<file path="config.mk">
export PLATFORM = sky130hd
export DESIGN_NAME = gtu_ctrl
export DESIGN_NICKNAME = d
export VERILOG_FILES = /design/src/rtl/gtu_pkg.sv /design/src/rtl/gtu_ctrl.sv
export VERILOG_INCLUDE_DIRS = /design/src /design/src/rtl
export SDC_FILE = /design/constraint.sdc
export NUM_CORES = 1
export LEC_CHECK = 0
export ABC_AREA = 0
export BUFFER_PORTS_ARGS = -buffer_cell sky130_fd_sc_hd__clkbuf_2
export CAP_MARGIN = 20
export CORE_MARGIN = 4
export CORE_UTILIZATION = 35
export DETAILED_ROUTE_END_ITERATION = 8
export MAX_ROUTING_LAYER = met4
export PLACE_DENSITY = 0.55
export SYNTH_ARGS = -nofsm -noshare
export SYNTH_HDL_FRONTEND = slang
export SYNTH_SLANG_ARGS = --single-unit
</file>
<file path="constraint.sdc">
create_clock -name clk -period 5.2 [get_ports clk]
set_clock_uncertainty 0.15 [all_clocks]
set_input_delay 0.52 -clock clk [delete_from_list [all_inputs] [get_ports clk]]
set_output_delay 0.52 -clock clk [all_outputs]
set_load 0.005 [all_outputs]
</file>
<file path="src/rtl/guttman_transform_update_defines.svh">
// Assertion macros for the Guttman transform block.
// Used by the controller and datapath modules; no other dependencies.
`ifndef GUTTMAN_TRANSFORM_UPDATE_DEFINES_SVH
`define GUTTMAN_TRANSFORM_UPDATE_DEFINES_SVH
`ifndef SYNTHESIS
`define GTU_ASSERT(lbl, clk, rst_n, prop, msg) \
  lbl: assert property (@(posedge clk) disable iff (!rst_n) prop) else $error(msg);
`define GTU_ASSERT_NEXT(lbl, clk, rst_n, pre, post, msg) \
  lbl: assert property (@(posedge clk) disable iff (!rst_n) (pre) |=> (post)) else $error(msg);
`else
`define GTU_ASSERT(lbl, clk, rst_n, prop, msg)
`define GTU_ASSERT_NEXT(lbl, clk, rst_n, pre, post, msg)
`endif
`endif

</file>
<file path="src/rtl/gtu_pkg.sv">
// Shared types, constants and helpers of the Guttman transform block.
// No dependencies.
package gtu_pkg;
  localparam int MaxObjects = 32;
  localparam int MaxDims    = 2;
  localparam int PairDepth  = (MaxObjects * (MaxObjects - 1)) / 2;
  localparam int ObjW       = $clog2(MaxObjects);
  localparam int PairW      = $clog2(PairDepth);
  localparam int CoordDepth = MaxObjects * MaxDims;
  localparam int CoordW     = $clog2(CoordDepth);
  localparam int QW         = 64;
  localparam logic signed [63:0] AccLimit = 64'sh3FFF_FFFF_FFFF_FFFF;

  typedef enum logic [1:0] {
    CMD_COORD = 2'd0,
    CMD_PAIR  = 2'd1,
    CMD_RUN   = 2'd2,
    CMD_NONE  = 2'd3
  } cmd_t;

  typedef enum logic [1:0] {
    CFG_RELAX = 2'd0,
    CFG_NOBJ  = 2'd1,
    CFG_NDIM  = 2'd2
  } cfg_idx_t;

  typedef enum logic [3:0] {
    ST_IDLE, ST_RD, ST_RDW, ST_TERM, ST_DIV, ST_ACC,
    ST_FIN, ST_FDIV, ST_FWR, ST_EMIT, ST_EWAIT
  } state_t;

  // controller to datapath commands
  typedef struct packed {
    logic              wr_coord;
    logic              wr_pair;
    logic              rd;
    logic              term;
    logic              div_start;
    logic              acc_clr;
    logic              acc_add;
    logic              fin;
    logic              fdiv_start;
    logic              buf_wr;
    logic              emit_load;
    logic [ObjW-1:0]   i;
    logic [ObjW-1:0]   j;
    logic              dim;
  } ctl_t;

  // datapath to controller status
  typedef struct packed {
    logic div_busy;
    logic skip;
  } sts_t;

  // triangular pair slot
  function automatic logic [PairW-1:0] pair_slot(input logic [ObjW-1:0] a,
                                                 input logic [ObjW-1:0] b);
    logic [ObjW-1:0] hi, lo;
    logic [2*ObjW-1:0] tri_num;
    hi  = (a > b) ? a : b;
    lo  = (a > b) ? b : a;
    tri_num = ({{ObjW{1'b0}}, hi} * ({{ObjW{1'b0}}, hi} - (2*ObjW)'(1))) >> 1;
    return PairW'(tri_num + {{ObjW{1'b0}}, lo});
  endfunction
endpackage

</file>
<file path="src/rtl/gtu_ctrl.sv">
// Controller: command decode and run sequencer over dimensions, objects, pairs.
// Depends on gtu_pkg and the assertion header.
`include "guttman_transform_update_defines.svh"
module gtu_ctrl (
  input  logic                     clk,
  input  logic                     rst_n,
  input  logic                     in_valid,
  output logic                     in_ready,
  input  logic [1:0]               in_cmd,
  input  logic [gtu_pkg::ObjW-1:0] in_obj,
  input  logic [gtu_pkg::ObjW-1:0] in_other,
  input  logic [5:0]               n_obj,
  input  logic                     n_dim2,
  input  gtu_pkg::sts_t            sts,
  output gtu_pkg::ctl_t            ctl,
  output logic                     out_valid,
  input  logic                     out_ready,
  output logic [gtu_pkg::ObjW-1:0] out_obj,
  output logic                     out_dim,
  output logic                     out_last
);
  gtu_pkg::state_t st_r, st_nxt;
  logic [gtu_pkg::ObjW-1:0] i_r, i_nxt, j_r, j_nxt;
  logic d_r, d_nxt, ov_r, ov_nxt, last_r, last_nxt;
  logic acc_in, i_end, j_end;
  logic [gtu_pkg::ObjW-1:0] nm1;
  logic sts_add_r, fstart_r;

  assign nm1    = 5'(n_obj - 6'd1);
  assign i_end  = (i_r == nm1);
  assign j_end  = (j_r == nm1);
  assign acc_in = in_valid && in_ready;
  assign in_ready = (st_r == gtu_pkg::ST_IDLE) && !ov_r;

  // next state
  always_comb begin
    st_nxt = st_r; i_nxt = i_r; j_nxt = j_r; d_nxt = d_r;
    ov_nxt = ov_r && !out_ready; last_nxt = last_r;
    unique case (st_r)
      gtu_pkg::ST_IDLE: begin
        if (acc_in && in_cmd == gtu_pkg::CMD_RUN) begin
          st_nxt = gtu_pkg::ST_RD; i_nxt = '0; j_nxt = '0; d_nxt = 1'b0;
        end
      end
      gtu_pkg::ST_RD: begin
        st_nxt = (j_r == i_r) ? gtu_pkg::ST_ACC : gtu_pkg::ST_RDW;
      end
      gtu_pkg::ST_RDW: st_nxt = sts.skip ? gtu_pkg::ST_ACC : gtu_pkg::ST_TERM;
      gtu_pkg::ST_TERM: st_nxt = gtu_pkg::ST_DIV;
      gtu_pkg::ST_DIV: if (!sts.div_busy) st_nxt = gtu_pkg::ST_ACC;
      gtu_pkg::ST_ACC: begin
        if (j_end) begin
          st_nxt = gtu_pkg::ST_FIN; j_nxt = '0;
        end else begin
          st_nxt = gtu_pkg::ST_RD; j_nxt = j_r + 1'b1;
        end
      end
      gtu_pkg::ST_FIN: st_nxt = gtu_pkg::ST_FDIV;
      // divide starts in the first cycle here, so wait for it to run
      gtu_pkg::ST_FDIV: if (!sts.div_busy && !fstart_r) st_nxt = gtu_pkg::ST_FWR;
      gtu_pkg::ST_FWR: begin
        if (i_end) begin
          st_nxt = gtu_pkg::ST_EMIT; i_nxt = '0;
        end else begin
          st_nxt = gtu_pkg::ST_RD; i_nxt = i_r + 1'b1;
        end
      end
      gtu_pkg::ST_EMIT: begin
        if (!ov_r || out_ready) begin
          ov_nxt = 1'b1;
          last_nxt = i_end && (d_r || !n_dim2);
          if (!i_end) begin
            i_nxt = i_r + 1'b1;
          end else if (!d_r && n_dim2) begin
            st_nxt = gtu_pkg::ST_RD; i_nxt = '0; d_nxt = 1'b1;
          end else begin
            st_nxt = gtu_pkg::ST_IDLE;
          end
        end
      end
      default: st_nxt = gtu_pkg::ST_IDLE;
    endcase
  end

  // outputs: xj is read in RDW so the term divide in TERM sees it
  always_comb begin
    ctl = '0;
    ctl.i = i_r; ctl.j = j_r; ctl.dim = d_r;
    ctl.wr_coord = acc_in && in_cmd == gtu_pkg::CMD_COORD;
    ctl.wr_pair  = acc_in && in_cmd == gtu_pkg::CMD_PAIR && in_obj != in_other;
    unique case (st_r)
      gtu_pkg::ST_RD:   begin
        ctl.rd = 1'b1;
        ctl.acc_clr = (j_r == '0);
      end
      gtu_pkg::ST_RDW:  ctl.term = 1'b1;
      gtu_pkg::ST_TERM: ctl.div_start = 1'b1;
      gtu_pkg::ST_ACC:  ctl.acc_add = sts_add_r;
      gtu_pkg::ST_FIN:  begin ctl.fin = 1'b1; ctl.rd = 1'b1; ctl.j = i_r; end
      gtu_pkg::ST_FDIV: ctl.fdiv_start = fstart_r;
      gtu_pkg::ST_FWR:  ctl.buf_wr = 1'b1;
      gtu_pkg::ST_EMIT: ctl.emit_load = !ov_r || out_ready;
      default: ;
    endcase
  end

  // state, term-valid and final-start flags
  always_ff @(posedge clk) begin
    if (!rst_n) begin
      st_r <= gtu_pkg::ST_IDLE; ov_r <= 1'b0; last_r <= 1'b0;
      sts_add_r <= 1'b0; fstart_r <= 1'b0;
    end else begin
      st_r <= st_nxt; ov_r <= ov_nxt; last_r <= last_nxt;
      if (st_r == gtu_pkg::ST_TERM) sts_add_r <= 1'b1;
      else if (st_r == gtu_pkg::ST_ACC) sts_add_r <= 1'b0;
      fstart_r <= (st_r == gtu_pkg::ST_FIN);
    end
    i_r <= i_nxt; j_r <= j_nxt; d_r <= d_nxt;
    if (ctl.emit_load) begin
      out_obj <= i_r; out_dim <= d_r;
    end
  end

  assign out_valid = ov_r;
  assign out_last  = last_r;

  `GTU_ASSERT(a_ready_idle, clk, rst_n, !in_ready || st_r == gtu_pkg::ST_IDLE, "ready off idle")
  `GTU_ASSERT_NEXT(a_last_idle, clk, rst_n, ov_r && last_r && out_ready,
                   !ov_r || !last_r || st_r == gtu_pkg::ST_IDLE, "last not at end")
  `GTU_ASSERT(a_no_pair_self, clk, rst_n, !ctl.wr_pair || in_obj != in_other, "self pair")
endmodule

</file>
==> results of run 1 <==
## cells in the mapped netlist (2+ instances only)
cell	count	share of area
xor2_1	6	0.030
clkbuf_2	2	0.0056
a21oi_1	4	0.011
ha_1	4	0.028
mux2_2	3	0.019
o21a_1	2	0.0084
nor2b_1	8	0.028
nor3_1	3	0.0084
a211o_1	2	0.0098
edfxtp_1	17	0.29
xnor2_1	16	0.079
and3_1	2	0.0070
nand2_1	12	0.025
nor4_1	3	0.011
nand2b_1	3	0.011
xnor3_1	4	0.051
and2_1	2	0.0070
buf_2	7	0.020
dfxtp_1	8	0.090
o21ai_0	9	0.025
nor2_1	20	0.042
nand3_1	9	0.025
inv_1	10	0.021
## report_power, final
part           switching (W)  internal (W)
registers          0.0000962      0.000272
clock network      0.0000625     0.0000535
logic               0.000192      0.000188
total               0.000351      0.000514
## layer usage
metal  vias up  global-route usage  part of all wire
li1        745                   -                 -
met1       663               0.174              0.45
met2        65               0.215              0.46
met3         2              0.0215             0.075
met4         0              0.0361            0.0092
met5         -                   -                 0
## per-stage QoR
stage	setup WS (ns)	util	cell area (um^2)	hold WS [ns]
6_report	2.41	0.441	2120	0.351
5_1_grt	2.19	0.441	2120	0.398
4_1_cts	2.39	0.441	2120	0.360
3_5_place_dp	2.30	0.431	2080	0.337
3_3_place_gp	2.28	0.431	2080	0.321
2_1_floorplan	2.65	-	1780	0.302
## registers in the layout, indices dropped and copies added, names as in the netlist
register   flops
out_valid      1
i_r            5
fstart_r       1
out_dim        1
d_r            1
out_last       1
st_r           4
sts_add_r      1
j_r            5
out_obj        5
## worst max-delay path: cells and delay by family, from the launching register on
kind / cells / cell delay (ns)
AND/OR/NAND/NOR: 3 / 1.02
flip-flops: 1 / 0.60
buffers and inverters: 1 / 0.23
## cell families after synthesis
group / Yosys count
xor gates and xnor gates: 27
DFF: 25
AOI/OAI and AO/OA: 34
muxes: 3
buffers and inverters: 21
adders and majority gates: 4
and+or+nand+nor: 71
## final cells by class
| class | count | area share |
|---|---|---|
| Clock buffer | 3 | 0.0194 |
| Tap cell | 67 | 0.0395 |
| Sequential cell | 25 | 0.316 |
| Timing Repair Buffer | 54 | 0.127 |
| Multi-Input combinational cell | 139 | 0.478 |
| Clock inverter | 1 | 0.00236 |
| Inverter | 10 | 0.0177 |
## final timing paths
path,from,to,slack (ns),depth (start not counted)
worst min register to register,d_r,out_dim,0.35,0
worst min-delay path,d_r,out_dim,0.35,0
worst max-delay path,st_r[0],ctl[11],2.41,4
worst max register to register,st_r[1],i_r[4],2.68,4
==> run_results.csv, run 1 <==
group,metric,value,unit
outcome,status,"finished clean",
placement,port_buffers,54,
clock_tree,cts_buffer_depth,2,
final_layout,register_area,671,um^2
worst_setup_path,cp_data_arrival_time,2.12,ns
worst_setup_path,path_cells,"and2b_1 -> nand2_1 -> nor2_1 -> clkbuf_2",
clock_tree,htree_levels,1,
worst_setup_path,slowest_stage,"dfxtp_1",
final_layout,drive_above_1_share,0.297,
synthesis,synth_xor_area_frac,0.168,
min_path,hold_class,"flip-flop to flip-flop",
synthesis,synth_fa_ha_area_frac,0.0281,
timing,fmax,0.358,GHz
synthesis,synth_edf_count,17,
synthesis,synth_simple_gate_area_frac,0.219,
route,vias_per_cell,4.93,
grt,grt_pass1_vias,1421,
synthesis,synth_nets,214,
clock_tree,clk_pin_slew,0.09,ns
route,drc,0,
floorplan,die_area,0.00629,mm^2
run,max_cap_violations,0,
clock_tree,cts_sinks,25,
grt,grt_antenna_before_repair,0,
final_layout,fill_cells,520,
power,vdd_drop_max,0.121,mV
route,wl_per_cell,13.5,um
floorplan,ios,56,
route,vias,1475,
worst_setup_path,path_class,"flip-flop to primary output",
timing,setup_viol,0,
final_layout,fin_cells,299,
timing,relSlewSlack,0.450,
timing,setup_tns,0,ns
synthesis,synth_top_family_by_area,"simple AND/OR/NAND/NOR gates",
final_layout,diodes,0,
grt,grt_pass1_wl,6510,um
timing,grt_setup_unrepaired,"no",
route,wl,4040,um
floorplan,core_area,0.00482,mm^2
synthesis,synth-compound-area-share,0.136,
power,p_leak,0.913,nW
final_layout,multi_input_area,0.00101,mm^2
placement,dp_cells,295,
synthesis,netlist_area,0.00178,mm^2
synthesis,async_reset_ff_frac,0,
final_layout,nets,262,
floorplan,start_util,0.369,
synthesis,synth_cells,185,
route,drtAntennaViolNets,0,
route,drt_iter0_markers,63,
clock_tree,post_cts_buffers,0,
worst_setup_path,startpoint_type,"flip-flop",
synthesis,yosys_register_bits,25,
timing,period_needed,2.79,ns
synthesis,ys_seq_area_frac,0.377,
grt,grt_util_all_layers,0.133,
clock_tree,numCtsBuffers,3,
synthesis,synth_mux_area_frac,0.0190,
clock_tree,cts_tree,"built",
timing,hold_violations,0,
final_layout,area_delta_synth_final,19.3,%
grt,grt_max_degree,15,
timing,slew_viol_final,0,
final_layout,mostFrequentLayoutCells,"clkbuf_2, nor2_1, edfxtp_1",
timing,tightest_slew,0.818,ns
route,dr.pass1.iters,4,
clock_tree,hold_buffers,0,
power,total_power,0.000865,W
timing,period_share,0.537,
worst_setup_path,worstPathRequired,4.53,ns
clock_tree,clock_latency,0.27,ns
synthesis,synth_area_per_cell,9.62,um^2
final_layout,mostFrequentLayoutCell,"clkbuf_2",
synthesis,ys.flop_type,"edfxtp_1",
synthesis,ys_warn_count,0,
floorplan,die_w,79.3,um
floorplan,fp.dieH,79.3,um
grt,grt_overflow,0,
worst_setup_path,worst_path_largest_cell_delay,0.60,ns
worst_setup_path,endpoint_kind,"primary output",
clock_tree,postCtsResizedCells,0,
synthesis,yosys.cell_types.count,52,
placement,place.gp.congestion,0.850,
floorplan,fp-row-count,25,
placement,hpwl,3230,um
clock_tree,ctsRootBufferMaster,"clkbuf_8",
power,power_density,407,mW/mm^2
worst_setup_path,critical_path.max_fanout,13,
Power figures use the tool's default switching activity.
==> run 2: changes to the inputs <==
--- a/config.mk
+++ b/config.mk
@@ -6,14 +6,14 @@
 export SDC_FILE = /design/constraint.sdc
 export NUM_CORES = 1
 export LEC_CHECK = 0
-export ABC_AREA = 0
+export ABC_AREA = 1
 export BUFFER_PORTS_ARGS = -buffer_cell sky130_fd_sc_hd__clkbuf_2
 export CAP_MARGIN = 20
 export CORE_MARGIN = 4
 export CORE_UTILIZATION = 35
 export DETAILED_ROUTE_END_ITERATION = 8
 export MAX_ROUTING_LAYER = met4
-export PLACE_DENSITY = 0.55
+export PLACE_DENSITY = 0.58
 export SYNTH_ARGS = -nofsm -noshare
 export SYNTH_HDL_FRONTEND = slang
 export SYNTH_SLANG_ARGS = --single-unit
==> constraint.sdc (replaced) <==
create_clock -name clk -period 2.3 [get_ports clk]
set_clock_uncertainty 0.15 [all_clocks]
set_input_delay 0.23 -clock clk [delete_from_list [all_inputs] [get_ports clk]]
set_output_delay 0.23 -clock clk [all_outputs]
set_load 0.005 [all_outputs]
==> run 2 against run 1 <==
Net effect: critical path depth rose by 2; sequential power grew 92%; register-to-register slack worse by 2.4 ns; worst setup slack got worse by 2.3 ns.
==> run_results.csv, run 2 <==
group,metric,value,unit
outcome,status,"finished clean",
synthesis,synth-compound-area-share,0.0765,
synthesis,netlist_area,0.00178,mm^2
min_path,min_path_cells,3,
synthesis,synth_mux_area_frac,0,
power,p_leak,1.09,nW
synthesis,async_reset_ff_frac,0,
synthesis,post-synth-top-area-cell,"edfxtp_1",
clock_tree,hold_buffers,0,
power,power_density,776,mW/mm^2
worst_setup_path,r2r-end,"i_r[2]",
timing,slew_viol_final,0,
floorplan,die_w,79.4,um
final_layout,mostFrequentLayoutCell,"nand2_1",
power,switchingPower,0.000709,W
timing,grt_setup_unrepaired,"no",
power,pwr-share-clk,0.155,
synthesis,yosys_register_bits,25,
clock_tree,clock_latency,0.27,ns
synthesis,synth_fa_ha_area_frac,0.0281,
power,vdd_drop_max,0.283,mV
timing,hold_violations,0,
worst_setup_path,startpoint_type,"flip-flop",
clock_tree,post_cts_buffers,0,
synthesis,ys_warn_count,0,
timing,relSlewSlack,0.612,
worst_setup_path,path_class,"flip-flop to primary output",
clock_tree,cts_tree,"built",
timing,tightest_slew,0.579,ns
floorplan,ios,56,
min_path,hold_class,"input pin to flip-flop",
route,drtAntennaViolNets,0,
worst_setup_path,r2r_cells,4,
route,wl,4450,um
synthesis,synth_commonest_cells,"nand2_1, nor2_1, inv_1",
grt,grt_pass1_vias,1629,
synthesis,synth_nets,280,
final_layout,fin_util,0.461,
worst_setup_path,crit_buf_inv,3,
placement,hpwl,3720,um
route,drc,0,
power,power_frac_comb,0.434,
route,dr.pass1.iters,4,
worst_setup_path,worstPathRequired,1.92,ns
grt,grt_util_all_layers,0.150,
final_layout,drive_above_1_share,0.272,
placement,place.gp.congestion,0.852,
grt,grt_antenna_before_repair,0,
grt,grt_overflow,0,
clock_tree,htree_levels,1,
clock_tree,numCtsBuffers,3,
worst_setup_path,endpoint_kind,"primary output",
worst_setup_path,path_cells,"nand2_2 -> nor3_4 -> inv_2 -> nor2_1 -> buf_4 -> clkbuf_2",
synthesis,synth_area_per_cell,7.10,um^2
synthesis,synth_xor_area_frac,0.0688,
power,pwr-share-seq,0.411,
worst_setup_path,r2r_start,"st_r[0]",
final_layout,reg_top3,"i_r: 5 flops, j_r: 5 flops, out_obj: 5 flops",
power,p_int,0.00101,W
grt,grt_pass1_wl,7300,um
floorplan,die_area,0.00630,mm^2
route,drt_iter0_markers,89,
worst_setup_path,cp_top_family,"simple AND/OR/NAND/NOR gates",
timing,setup_tns,0,ns
route,vias_per_cell,4.65,
route,wl_per_cell,11.7,um
worst_setup_path,slowest_stage,"dfxtp_1",
grt,grt_max_degree,15,
worst_setup_path,worst_path_largest_cell_delay,0.47,ns
final_layout,nets,342,
min_path,min_from,"rst_n",
floorplan,fp-row-count,25,
synthesis,synth_area_leaders,"edfxtp_1, nand2_1, dfxtp_1",
timing,period_share,0.931,
placement,port_buffers,54,
route,vias,1764,
synthesis,synth_top_area_share,0.286,
run,max_cap_violations,0,
clock_tree,cts_sinks,25,
final_layout,diodes,0,
clock_tree,cts_buffer_depth,2,
synthesis,synth_edf_count,17,
floorplan,fp.dieH,79.4,um
timing,setup_viol,0,
synthesis,ys.flop_type,"edfxtp_1",
worst_setup_path,critical_path.max_fanout,7,
synthesis,synth_top_family_by_area,"simple AND/OR/NAND/NOR gates",
final_layout,area_delta_synth_final,24.5,%
timing,fmax,0.467,GHz
worst_setup_path,regToRegSetupSlack,0.24,ns
synthesis,synth_cells,251,
synthesis,synth_simple_gate_area_frac,0.352,
timing,period_needed,2.14,ns
final_layout,mostFrequentLayoutCells,"nand2_1, clkbuf_2, nor2_1",
clock_tree,clk_pin_slew,0.09,ns
synthesis,yosys.cell_types.count,30,
floorplan,core_area,0.00482,mm^2
worst_setup_path,cp_data_arrival_time,1.76,ns
min_path,min_to,"st_r[1]",
synthesis,synth.most_common_cell,"nand2_1",
floorplan,start_util,0.370,
synthesis,ys_seq_area_frac,0.376,
power,power_switching_share,0.411,
clock_tree,ctsRootBufferMaster,"clkbuf_8",
run 2: cell count changes after synthesis, moves of 4 or more:
cell / previous run / this run
xnor2_1: 16 / 5
buf_2: 7 / 2
nor2b_1: 8 / 0
inv_2: 0 / 4
nand2_2: 0 / 6
nand2_1: 12 / 55
a21oi_1: 4 / 10
nand4_1: 0 / 5
nor2_1: 20 / 38
xnor3_1: 4 / 0
inv_1: 10 / 37
nand3_1: 9 / 20
run 2: worst max-delay path by stage:
stage	slack [ns]	depth (start not counted)	end	from
2_1_floorplan	0.38	10	i_r[0]	n_obj[0]
3_3_place_gp	0.13	11	i_r[4]	n_obj[0]
3_5_place_dp	0.09	11	i_r[4]	n_obj[0]
4_1_cts	0.17	7	ctl[11]	st_r[1]
5_1_grt	0.01	6	ctl[11]	st_r[0]
6_report	0.16	6	ctl[11]	st_r[0]
run 2: repair_timing:
item                                    in CTS  in global routing
endpoints found under the setup margin       0                  1
endpoints found under the hold margin        0                  0
gates resized for setup                      0                  1
run 2: kinds of logic (layout without fill, tap and decap cells):
| kind of cell | after synthesis | count (layout) |
|---|---|---|
| AND/OR/NAND/NOR | 138 | 138 |
| XOR/XNOR | 14 | 14 |
| adder cells (fa/ha/maj) | 4 | 4 |
| buffers and inverters | 45 | 106 |
| AO/OA/AOI/OAI | 25 | 25 |
| flip-flops | 25 | 25 |
run 2: tightest hold or removal path, stage by stage:
cell and delay, ns:
clkbuf_2 0.10, o21ai_0 0.07, inv_1 0.04
run 2: metal layers:
| metal | GRT usage | up-vias | part of all wire |
|---|---|---|---|
| li1 | - | 926 | - |
| met1 | 0.179 | 788 | 0.46 |
| met2 | 0.262 | 46 | 0.47 |
| met3 | 0.0260 | 4 | 0.052 |
| met4 | 0.0412 | 0 | 0.012 |
| met5 | - | - | 0 |
run 2: stage by stage:
| step | area (um^2) | setup slack [ns] | hold WS (ns) | instances | power, W |
|---|---|---|---|---|---|
| final | 2220 | 0.159 | 0.0487 | 379 | 0.00172 |
| after global routing | 2220 | 0.0137 | 0.0412 | 379 | 0.00187 |
| after CTS | 2210 | 0.174 | 0.0461 | 379 | 0.00174 |
| after detailed placement | 2170 | 0.0863 | 0.318 | 375 | 0.00147 |
| after global placement | 2170 | 0.126 | 0.315 | 375 | 0.00146 |
| after floorplan | 1780 | 0.382 | 0.204 | 251 | 0.00119 |
run 2: cell type report:
cell class	count	area (um^2)
clock buffers	3	41.3
multi-input cells	181	942
repair buffers	61	323
inverters	41	154
well taps	67	83.8
flip-flops and latches	25	671
fillers	541	2600
clock inverters	1	5.00
run 2: power groups by stage:
stage	sequential [W]	combinational [W]	clock, W
floorplan	0.000692	0.000503	0
global placement	0.000716	0.000739	0
detailed placement	0.000720	0.000746	0
CTS	0.000710	0.000751	0.000276
global route	0.000724	0.000849	0.000299
finish	0.000708	0.000747	0.000267
==> run 3: changes to the inputs <==
--- a/config.mk
+++ b/config.mk
@@ -7,13 +7,13 @@
 export NUM_CORES = 1
 export LEC_CHECK = 0
 export ABC_AREA = 1
-export BUFFER_PORTS_ARGS = -buffer_cell sky130_fd_sc_hd__clkbuf_2
 export CAP_MARGIN = 20
 export CORE_MARGIN = 4
 export CORE_UTILIZATION = 35
 export DETAILED_ROUTE_END_ITERATION = 8
+export DONT_BUFFER_PORTS = 1
 export MAX_ROUTING_LAYER = met4
-export PLACE_DENSITY = 0.58
+export PLACE_DENSITY = 0.46
 export SYNTH_ARGS = -nofsm -noshare
 export SYNTH_HDL_FRONTEND = slang
 export SYNTH_SLANG_ARGS = --single-unit
==> constraint.sdc (replaced) <==
create_clock -name clk -period 2.75 [get_ports clk]
set_clock_uncertainty 0.15 [all_clocks]
set_input_delay 0.275 -clock clk [delete_from_list [all_inputs] [get_ports clk]]
set_output_delay 0.275 -clock clk [all_outputs]
set_load 0.005 [all_outputs]
==> run 3 against run 2 <==
Net effect: via count is 14% lower; count of clock-buffer cells in the layout unchanged; die area stayed put; critical endpoint is now ctl[20]; highest routed layer unchanged.
==> run_results.csv, run 3 (synthesized netlist as in run 2, its figures left out) <==
group,metric,value,unit
clock_tree,cts_buffer_depth,2,
final_layout,mostFrequentLayoutCell,"nand2_1",
placement,place_area,0.00189,mm^2
route,vias_per_cell,4.69,
worst_setup_path,slowest_stage,"dfxtp_1",
clock_tree,numCtsBuffers,3,
placement,hpwl,3630,um
timing,period_needed,2.15,ns
timing,setup_slack,0.596,ns
final_layout,finalInstanceArea,0.00195,mm^2
grt,grt_pass1_wl,7110,um
floorplan,fp.dieH,79.4,um
timing,setup_viol,0,
clock_tree,cts_tree,"built",
grt,grt_util_all_layers,0.149,
final_layout,mostFrequentLayoutCells,"nand2_1, nor2_1, inv_1",
grt,grt_max_degree,16,
final_layout,fill_cells,547,
clock_tree,clk_pin_slew,0.09,ns
floorplan,die_w,79.4,um
min_path,hold_class,"input pin to flip-flop",
worst_setup_path,endpoint_kind,"primary output",
route,drt_iter0_markers,73,
timing,hold_violations,0,
power,p_leak,0.849,nW
final_layout,drive_above_1_share,0.112,
floorplan,ios,56,
power,p_int,0.000798,W
power,power_switching_share,0.420,
final_layout,reg_top3,"i_r: 5 flops, j_r: 5 flops, out_obj: 5 flops",
grt,grt_antenna_before_repair,0,
placement,dp_slack,0.482,ns
route,wl_per_cell,13.6,um
grt,use_met1,0.197,
power,power_density,706,mW/mm^2
floorplan,fp-row-count,25,
outcome,status,"finished clean",
worst_setup_path,critical_path.max_fanout,6,
route,drtAntennaViolNets,0,
timing,period_share,0.783,
floorplan,die_area,0.00630,mm^2
worst_setup_path,path_class,"flip-flop to primary output",
timing,setup_tns,0,ns
worst_setup_path,worstPathRequired,2.33,ns
route,drc,0,
clock_tree,ctsRootBufferMaster,"clkbuf_8",
timing,relSlewSlack,0.625,
timing,hold_ws,0.0717,ns
worst_setup_path,crit_buf_inv,1,
timing,slew_viol_final,0,
floorplan,start_util,0.370,
worst_setup_path,cp_top_family,"simple AND/OR/NAND/NOR gates",
grt,grt_overflow,0,
route,dr.pass1.iters,6,
grt,busiest_layer,"met2",
final_layout,nets,288,
clock_tree,clock_latency,0.27,ns
placement,place.gp.congestion,0.808,
power,pwr-share-clk,0.170,
grt,grt_use_met2,0.242,
final_layout,area_delta_synth_final,9.33,%
floorplan,core_area,0.00482,mm^2
run,max_cap_violations,0,
timing,tightest_slew,0.560,ns
route,vias,1524,
worst_setup_path,regToRegSetupSlack,0.73,ns
final_layout,diodes,0,
clock_tree,cts_sinks,25,
worst_setup_path,worst_path_largest_cell_delay,0.36,ns
power,switchingPower,0.000577,W
grt,grtUsageMet3,0.0237,
worst_setup_path,path_cells,"inv_1 -> nand2_2 -> nor3_1 -> nand2_1 -> nor4_1",
placement,port_buffers,0,
clock_tree,postCtsResizedCells,0,
power,power_frac_comb,0.403,
worst_setup_path,cp_data_arrival_time,1.73,ns
clock_tree,htree_levels,1,
grt,grt_pass1_vias,1468,
power,pwr-share-seq,0.427,
final_layout,fin_util,0.405,
power,vdd_drop_max,0.271,mV
timing,grt_setup_unrepaired,"no",
timing,fmax,0.464,GHz
route,wl,4430,um
worst_setup_path,startpoint_type,"flip-flop",
==> run 3: path summary, 6_finish.rpt <==
path,start,end,cells after the start
hold reg to reg,sts_add_r,sts_add_r,2
hold / removal,out_ready,out_last,3
setup reg to reg,st_r[1],i_r[2],5
setup / recovery,st_r[3],ctl[20],5
==> run 3: worst register-to-register path, cell delays in order (launching register included) <==
cell and delay (ns):
dfxtp_1 0.34, inv_1 0.14, nand2_2 0.11, nor3_4 0.32, nand2_2 0.12, a31oi_1 0.48
==> run 3: what timing repair did <==
action	in CTS	in global routing
hold buffers	1	0
buffers inserted	0	0
endpoints found under the hold margin	2	0
==> run 3: area by class of cell <==
type	instances	area, um^2	share of cell area
tap	67	83.8	0.0430
clock buffer	3	41.3	0.0212
sequential	25	671	0.344
multi-input combinational	181	937	0.481
clock inverter	1	7.51	0.00385
inverter	41	154	0.0789
timing repair buffer	7	55.1	0.0282
==> run 3: metal layers <==
layer	vias to the layer above	share of wire
li1	816	-
met1	669	0.47
met2	37	0.48
met3	2	0.044
met4	0	0.0045
met5	-	0
==> run 3: metrics by stage <==
step | std cells | total power [W]
CTS | 325 | 0.00139
detailed placement | 320 | 0.00116
global placement | 320 | 0.00116
global route | 325 | 0.00149
floorplan | 251 | 0.000999
finish | 325 | 0.00138
==> run 3: power by group through the flow <==
stage | clock network [W] | registers [W] | logic (W)
6_report | 0.000233 | 0.000587 | 0.000555
3_5_place_dp | 0 | 0.000601 | 0.000555
4_1_cts | 0.000241 | 0.000592 | 0.000560
2_1_floorplan | 0 | 0.000578 | 0.000421
5_1_grt | 0.000255 | 0.000603 | 0.000635
3_3_place_gp | 0 | 0.000602 | 0.000562
